<file path="src/rtl/lruc_pkg.sv">
// ----------------------------------------------------------------------------
// lruc_pkg
// Shared types and constants for the LRU cache with access cost accounting.
// ----------------------------------------------------------------------------
package lruc_pkg;

    localparam int SIZE_W  = 6;
    localparam int COST_W  = 3;
    localparam int TOTAL_W = 32;

    localparam logic [COST_W-1:0]  HIT_COST  = 3'd1;
    localparam logic [COST_W-1:0]  MISS_COST = 3'd5;
    localparam logic [TOTAL_W-1:0] TOTAL_MAX = 32'hFFFF_FFFF;

    typedef enum logic [1:0] {
        S_IDLE,
        S_CMP,
        S_UPD
    } t_state;

    typedef enum logic [1:0] {
        UPD_NONE,
        UPD_HIT,
        UPD_FILL,
        UPD_REPL
    } t_upd_op;

    typedef struct packed {
        logic    cmp;
        t_upd_op op;
    } t_cell_ctl;

endpackage

</file>
<file path="src/rtl/lruc_cell.sv">
// ----------------------------------------------------------------------------
// lruc_cell
// One cache entry: tag, valid bit and recency rank, with its own tag compare.
// Hit flag and hit rank are passed along the chain to the next cell.
// ----------------------------------------------------------------------------
module lruc_cell
    import lruc_pkg::*;
#(
    parameter int KEY_BITS = 64,
    parameter int RW       = 5,
    parameter int CW       = 6,
    parameter int IDX      = 0
) (
    input  logic                i_clk,
    input  logic                i_rst_n,
    input  t_cell_ctl           i_ctl,
    input  logic [KEY_BITS-1:0] i_key,
    input  logic [RW-1:0]       i_limit,
    input  logic [CW-1:0]       i_vc,
    input  logic                i_hit_acc,
    input  logic [RW-1:0]       i_rank_acc,
    output logic                o_hit_acc,
    output logic [RW-1:0]       o_rank_acc
);

    logic [KEY_BITS-1:0] r_tag;
    logic                r_valid;
    logic [RW-1:0]       r_rank;
    logic                r_match;

    logic                n_valid;
    logic [RW-1:0]       n_rank;
    logic                load_tag;
    logic                is_free_slot;

    assign is_free_slot = (i_vc == CW'(IDX));

    always_comb begin
        n_valid  = r_valid;
        n_rank   = r_rank;
        load_tag = 1'b0;
        case (i_ctl.op)
            UPD_HIT: begin
                if (r_match) begin
                    n_rank = '0;
                end else if (r_valid && (r_rank < i_limit)) begin
                    n_rank = r_rank + 1'b1;
                end
            end
            UPD_FILL: begin
                if (is_free_slot) begin
                    n_valid  = 1'b1;
                    n_rank   = '0;
                    load_tag = 1'b1;
                end else if (r_valid) begin
                    n_rank = r_rank + 1'b1;
                end
            end
            UPD_REPL: begin
                if (r_valid && (r_rank == i_limit)) begin
                    n_rank   = '0;
                    load_tag = 1'b1;
                end else if (r_valid && (r_rank < i_limit)) begin
                    n_rank = r_rank + 1'b1;
                end
            end
            default: begin
                n_valid = r_valid;
            end
        endcase
    end

    always_ff @(posedge i_clk) begin
        if (!i_rst_n) begin
            r_valid <= 1'b0;
            r_rank  <= '0;
            r_match <= 1'b0;
        end else begin
            r_valid <= n_valid;
            r_rank  <= n_rank;
            if (i_ctl.cmp) begin
                r_match <= r_valid && (r_tag == i_key);
            end
        end
    end

    always_ff @(posedge i_clk) begin
        if (load_tag) begin
            r_tag <= i_key;
        end
    end

    assign o_hit_acc  = i_hit_acc | r_match;
    assign o_rank_acc = i_rank_acc | (r_match ? r_rank : '0);

endmodule

</file>
<file path="src/rtl/lru_cache_hit_cost_top.sv">
// ----------------------------------------------------------------------------
// lru_cache_hit_cost_top
// Fully associative LRU cache as a row of entry cells, with hit/miss cost
// and a saturating running total of costs.
//
//   channel   dir  handshake             payload
//   s         in   i_s_tvalid/o_s_tready i_s_tdata: key_tag
//   m         out  o_m_tvalid/i_m_tready o_m_tdata: cost, total_cost; tuser: hit
//   cfg       in   i_cfg_we              i_cfg_wdata: cache_size
//
// Each transaction passes through accept, tag compare in every cell, then
// rank/tag update, driven on a hit by the hit rank collected along the cell chain.
// A new key is accepted while the previous result waits in the output register.
// The update cycle stalls while the output register holds an untaken result.
// Reset clears all valid bits, ranks, the fill count and the total at once.
// ----------------------------------------------------------------------------
module lru_cache_hit_cost_top
    import lruc_pkg::*;
#(
    parameter int MAX_ENTRIES = 32,
    parameter int KEY_BITS    = 64
) (
    input  logic              i_clk,
    input  logic              i_rst_n,
    input  logic              i_s_tvalid,
    output logic              o_s_tready,
    input  logic [63:0]       i_s_tdata,   // key_tag
    output logic              o_m_tvalid,
    input  logic              i_m_tready,
    output logic [39:0]       o_m_tdata,   // cost [2:0], total_cost [34:3], zero pad
    output logic [0:0]        o_m_tuser,   // hit
    input  logic              i_cfg_we,
    input  logic [SIZE_W-1:0] i_cfg_wdata  // cache_size
);

    localparam int RW   = (MAX_ENTRIES > 1) ? $clog2(MAX_ENTRIES) : 1;
    localparam int CW   = $clog2(MAX_ENTRIES + 1);
    localparam int CMPW = (CW > SIZE_W) ? CW : SIZE_W;

    t_state              r_state, n_state;
    logic [SIZE_W-1:0]   r_size;
    logic [KEY_BITS-1:0] r_key;
    logic [CW-1:0]       r_vc;
    logic [TOTAL_W-1:0]  r_total;
    logic                r_out_valid;
    logic                r_out_hit;
    logic [COST_W-1:0]   r_out_cost;

    t_cell_ctl           cell_ctl;
    t_upd_op             upd_op;
    logic                upd_go;
    logic                s_accept;
    logic                hit;
    logic [RW-1:0]       limit;
    logic [COST_W-1:0]   cost;
    logic [TOTAL_W:0]    total_sum;
    logic                vc_lt_size;
    logic                vc_lt_max;

    logic                hit_chain  [MAX_ENTRIES+1];
    logic [RW-1:0]       rank_chain [MAX_ENTRIES+1];

    assign hit_chain[0]  = 1'b0;
    assign rank_chain[0] = '0;

    for (genvar g = 0; g < MAX_ENTRIES; g++) begin : g_cell
        lruc_cell #(
            .KEY_BITS (KEY_BITS),
            .RW       (RW),
            .CW       (CW),
            .IDX      (g)
        ) u_cell (
            .i_clk      (i_clk),
            .i_rst_n    (i_rst_n),
            .i_ctl      (cell_ctl),
            .i_key      (r_key),
            .i_limit    (limit),
            .i_vc       (r_vc),
            .i_hit_acc  (hit_chain[g]),
            .i_rank_acc (rank_chain[g]),
            .o_hit_acc  (hit_chain[g+1]),
            .o_rank_acc (rank_chain[g+1])
        );
    end

    assign s_accept   = i_s_tvalid && o_s_tready;
    assign upd_go     = (r_state == S_UPD) && (!r_out_valid || i_m_tready);
    assign hit        = (r_size != '0) && hit_chain[MAX_ENTRIES];
    assign vc_lt_size = CMPW'(r_vc) < CMPW'(r_size);
    assign vc_lt_max  = r_vc < CW'(MAX_ENTRIES);
    assign cost       = hit ? HIT_COST : MISS_COST;
    assign total_sum  = {1'b0, r_total} + (TOTAL_W+1)'(cost);

    always_comb begin
        if (r_size == '0) begin
            upd_op = UPD_NONE;
        end else if (hit) begin
            upd_op = UPD_HIT;
        end else if (vc_lt_size && vc_lt_max) begin
            upd_op = UPD_FILL;
        end else begin
            upd_op = UPD_REPL;
        end
    end

    always_comb begin
        if (upd_op == UPD_HIT) begin
            limit = rank_chain[MAX_ENTRIES];
        end else begin
            limit = RW'(r_vc - 1'b1);
        end
    end

    // next state
    always_comb begin
        n_state = r_state;
        case (r_state)
            S_IDLE: begin
                if (s_accept) begin
                    n_state = S_CMP;
                end
            end
            S_CMP: begin
                n_state = S_UPD;
            end
            S_UPD: begin
                if (upd_go) begin
                    n_state = S_IDLE;
                end
            end
            default: begin
                n_state = S_IDLE;
            end
        endcase
    end

    // state outputs
    always_comb begin
        o_s_tready   = 1'b0;
        cell_ctl.cmp = 1'b0;
        cell_ctl.op  = UPD_NONE;
        case (r_state)
            S_IDLE: begin
                o_s_tready = 1'b1;
            end
            S_CMP: begin
                cell_ctl.cmp = 1'b1;
            end
            S_UPD: begin
                if (upd_go) begin
                    cell_ctl.op = upd_op;
                end
            end
            default: begin
                o_s_tready = 1'b0;
            end
        endcase
    end

    always_ff @(posedge i_clk) begin
        if (!i_rst_n) begin
            r_state     <= S_IDLE;
            r_size      <= '0;
            r_vc        <= '0;
            r_total     <= '0;
            r_out_valid <= 1'b0;
        end else begin
            r_state <= n_state;
            if (i_cfg_we) begin
                r_size <= i_cfg_wdata;
            end
            if (upd_go && (upd_op == UPD_FILL)) begin
                r_vc <= r_vc + 1'b1;
            end
            if (upd_go) begin
                r_total     <= total_sum[TOTAL_W] ? TOTAL_MAX : total_sum[TOTAL_W-1:0];
                r_out_valid <= 1'b1;
            end else if (i_m_tready) begin
                r_out_valid <= 1'b0;
            end
        end
    end

    always_ff @(posedge i_clk) begin
        if (s_accept) begin
            r_key <= i_s_tdata[KEY_BITS-1:0];
        end
        if (upd_go) begin
            r_out_hit  <= hit;
            r_out_cost <= cost;
        end
    end

    assign o_m_tvalid = r_out_valid;
    assign o_m_tdata  = {5'b0, r_total, r_out_cost};
    assign o_m_tuser  = r_out_hit;

    a_vc_bound: assert property (@(posedge i_clk) disable iff (!i_rst_n)
        r_vc <= CW'(MAX_ENTRIES))
        else $error("fill count above entry count");

    a_vc_step: assert property (@(posedge i_clk) disable iff (!i_rst_n)
        (r_vc != $past(r_vc)) |-> (r_vc == $past(r_vc) + 1'b1))
        else $error("fill count moved by other than one");

    a_accept_cmp: assert property (@(posedge i_clk) disable iff (!i_rst_n)
        s_accept |=> (r_state == S_CMP))
        else $error("accepted transaction did not enter compare");

    a_upd_hold: assert property (@(posedge i_clk) disable iff (!i_rst_n)
        (r_state == S_UPD && r_out_valid && !i_m_tready) |=> (r_state == S_UPD))
        else $error("update ran over an untaken result");

    a_cost_hit: assert property (@(posedge i_clk) disable iff (!i_rst_n)
        o_m_tvalid |-> (o_m_tuser[0] ? (o_m_tdata[2:0] == HIT_COST)
                                     : (o_m_tdata[2:0] == MISS_COST)))
        else $error("cost does not match hit flag");

endmodule
</file>
<file path="config.mk">
export PLATFORM = sky130hd
export DESIGN_NAME = lru_cache_hit_cost_top
export DESIGN_NICKNAME = d
export VERILOG_FILES = /design/src/rtl/lruc_pkg.sv /design/src/rtl/lruc_cell.sv /design/src/rtl/lru_cache_hit_cost_top.sv
export SDC_FILE = /design/constraint.sdc
export NUM_CORES = 2
export LEC_CHECK = 0
export BUFFER_PORTS_ARGS = -buffer_cell sky130_fd_sc_hd__clkbuf_2
export CAP_MARGIN = 20
export CORE_MARGIN = 5
export CORE_UTILIZATION = 55
export CTS_CLUSTER_DIAMETER = 50
export DETAILED_ROUTE_END_ITERATION = 10
export PLACE_DENSITY = 0.75
export SETUP_SLACK_MARGIN = 0.3
export SYNTH_ARGS = -nofsm -noshare
export SYNTH_HDL_FRONTEND = slang
export SYNTH_HIERARCHICAL = 1
export SYNTH_SLANG_ARGS = --single-unit
</file>
<file path="constraint.sdc">
create_clock -name i_clk -period 30 [get_ports i_clk]
set_input_delay 3 -clock i_clk [delete_from_list [all_inputs] [get_ports i_clk]]
set_output_delay 3 -clock i_clk [all_outputs]
set_load 0.02 [all_outputs]
</file>
==> summary.txt <==
Critical path
  • Setup Crit Path Kind: reg2reg
  • CP top delay family: simple AND/OR/NAND/NOR gates
  • Worst EP arrival: about 13000 ps
  • Worst setup EP type: flip-flop
  • Slowest stage cell, crit path: buf_4
  • Critical path buffers and inverters: 3
  • Crit Path Max Fanout: 64
  • CP Launch Type: flip-flop
  • CP max stage delay: 620 ps
  • Flop-to-flop setup slack: around 17000 ps
  • Cell mode on critical path: or2_2
  • Critical Path RT: 30530 ps

Route
  • # DRC: 0
  • Via density per instance: 6.37
  • Antenna viol nets, final: 0
  • Routed Wire Length: 310000 µm
  • Initial drt markers: 9771
  • Pre-antenna DRT Iters: 8
  • DR vias: 73887
  • Post-DR wirelength/cell: 26.8 µm

Clock tree
  • Clk root buf: clkbuf_16
  • TritonCTS Buffers: 279
  • Hold-fix buffers, CTS: 0
  • PostCTS Resize Cnt: 0
  • H-tree depth reported by CTS: 5
  • CTS sink cnt: 2385
  • Clock slew at reported path FFs: 60 ps
  • TritonCTS clock tree: yes
  • Setup Buffers After CTS: 0
  • Max Root-Sink Buffers: 4
  • Clk_lat worst skew: 940 ps

Placed design
  • Placed Cells: 11117
  • I/O Buffers: 110
  • RD Place Congestion: 0.877
  • Hpwl dp: 175000 µm

Floorplanning
  • Starting density of the core: 55.2%
  • Die width: 457 µm
  • Die area: 0.209 mm²
  • Placement row count: approximately 160
  • Die H: between 400 and 500 µm
  • Core area: 0.199 mm²
  • I/O pin count: 118

Power
  • P per Cell Area: 59.4 mW/mm²
  • Leakage power: roughly 0.043 µW
  • Peak VDD IR: 0.0670 mV

Global routing
  • Vias in the first global route: 72346
  • Global route total overflow: 0
  • Number of antenna violations at the first check in global routing: 16
  • GRT Resource Usage Total: 28.8%
  • First-pass GRT wire length: 454000 µm
  • Largest net degree at the start of global routing: 169

STA
  • Peak Freq: 77.7 MHz
  • RSZ-0062 raised after global routing: no
  • Worst-margin pin slew: 1230 ps
  • Minimum clock period: 12860 ps
  • Skew final: 64.5 ps
  • Slew Viols, Final: 0
  • Final hold vios: 0
  • Relative slew slack: 17.5%
  • Fin crit share: 42.9%
  • Setup tns final: 0 ps
  • Final setup fails: 0

Min path
  • Hold crit path type: reg2reg

Final layout
  • Area Growth Syn to Fin: 13.0%
  • Seq. cell area: 0.0689 mm²
  • Non-Filler Instances: 11603
  • Share of cells above drive strength 1: 11.0%
  • Area of the multi-input gates: 0.0381 mm²
  • Final net count: 9019
  • Filler Cell Count: 14455

Synth
  • Leading area contributor after synthesis: edfxtp_1
  • EDFF count, synth: 2114
  • Post-Syn Instances: between 8000 and 9000
  • Distinct cells, synth: between 100 and 150
  • Top-area cell type share of the netlist area: 57.7%
  • Seq/Total Area, Yosys: a little over three fifths
  • Post-Syn Area per Cell: 13.3 µm²
  • Synth Warn #: 6
  • Post-synth top cells: edfxtp_1, xnor2_1, inv_1
  • FF+latch count, synth: between 2000 and 2500
  • Main flop type after synthesis: edfxtp_1
  • Most frequent cell after synthesis: edfxtp_1
  • Synth area leaders: edfxtp_1, xnor2_1, xor2_1
  • Asr flop ratio synth: 0%
  • Mapped cell area: 0.110 mm²

Run status
  • Outcome: finished, final reports clean

Job
  • Max-cap viol count: 0
==> per-layer routing <==
layer	global-route usage (%)	wire, µm
met1	40.1	122000
met2	44.9	140000
met3	5.67	36000
met4	11.2	13300
met5	0	25
==> worst min-delay path, stage by stage (launching register included) <==
cell,delay (ps)
dfxtp_1,330
nand2_1,70
o22ai_1,60
==> per-stage QoR <==
step	hold WS (ps)	power (µW)	setup WS [ps]	util, %	area, µm²
after global placement	494	4170	17240	58.0	116000
after CTS	516	7420	17170	62.3	124000
final	512	7390	17140	62.4	124000
after detailed placement	508	4190	17200	58.0	116000
after global routing	534	7590	16670	62.4	124000
after floorplan	467	3990	10560	-	110000
==> layout by cell type, fill, tap and decap left out, types with 30 or more instances in the layout <==
cell | synthesis | routed
edfxtp_1 | 2114 | 2114
xnor2_1 | 941 | 941
inv_1 | 765 | 765
xor2_1 | 663 | 663
nand4_1 | 398 | 398
clkbuf_16 | 0 | 287
nor4_1 | 286 | 285
dfxtp_1 | 271 | 266
o22ai_1 | 247 | 247
ha_1 | 201 | 201
nor2_1 | 218 | 194
nand3_1 | 193 | 193
nand2_1 | 188 | 188
a21o_1 | 179 | 179
buf_4 | 14 | 162
a21oi_1 | 143 | 138
clkbuf_2 | 1 | 109
a221oi_1 | 91 | 91
nand2b_1 | 81 | 81
o21ai_0 | 75 | 75
a22o_1 | 74 | 74
or2_2 | 69 | 69
o2bb2ai_1 | 69 | 69
clkbuf_1 | 50 | 66
nor3_1 | 56 | 56
o31ai_1 | 53 | 53
o21ai_1 | 47 | 47
nor2b_1 | 52 | 45
nand3b_1 | 40 | 40
o211ai_1 | 40 | 40
a211oi_1 | 38 | 38
o211a_1 | 38 | 38
clkinv_1 | 0 | 33
mux2i_1 | 30 | 30
==> layout make-up <==
class | instances | share of cell area [%]
multi-input combinational | 4990 | 30.6
inverter | 787 | 2.38
clock buffer | 361 | 6.06
tap | 2656 | 2.67
clock inverter | 118 | 0.977
timing repair buffer | 300 | 1.89
antenna | 6 | 0.0121
sequential | 2385 | 55.4
==> flip-flops by register name (all words and copies together), names as in the netlist <==
name,flops
r_vc,6
g_cell.u_cell/r_match,32
g_cell.u_cell/r_rank,160
o_m_tvalid,1
g_cell.u_cell/r_valid,32
r_size,6
o_m_tuser,1
r_key,64
r_state,2
g_cell.u_cell/r_tag,2048
r_out_cost,1
r_total,32
==> worst paths after layout <==
| path | from | end | cells past startpoint |
|---|---|---|---|
| worst max register to register | g_cell[0].u_cell/r_match | g_cell[15].u_cell/r_tag[28] | 43 |
| worst min-delay path | g_cell[28].u_cell/r_rank[4] | g_cell[28].u_cell/r_rank[4] | 2 |
| worst min register to register | g_cell[28].u_cell/r_rank[4] | g_cell[28].u_cell/r_rank[4] | 2 |
| worst max-delay path | g_cell[0].u_cell/r_match | g_cell[15].u_cell/r_tag[28] | 43 |
==> power breakdown <==
part           total (µW)  switching [µW]  leakage, µW  internal [µW]
Combinational         498             354       0.0176            144
Clock                3260            1310      0.00425           1950
Sequential           3630            6.18       0.0212           3630
==> cell families (layout without fill, tap and decap cells) <==
group,count (synthesis),count (layout),share of synthesized area [%]
adder cells (fa/ha/maj),201,201,2.28
flip-flops,2385,2385,62.6
buffers and inverters,891,1566,3.17
other,2,19,0.00682
AND/OR/NAND/NOR,1793,1793,9.59
XOR/XNOR,1604,1604,12.8
multiplexers,35,35,0.331
AO/OA/AOI/OAI,1344,1344,9.28
Power figures use the tool's default switching activity.
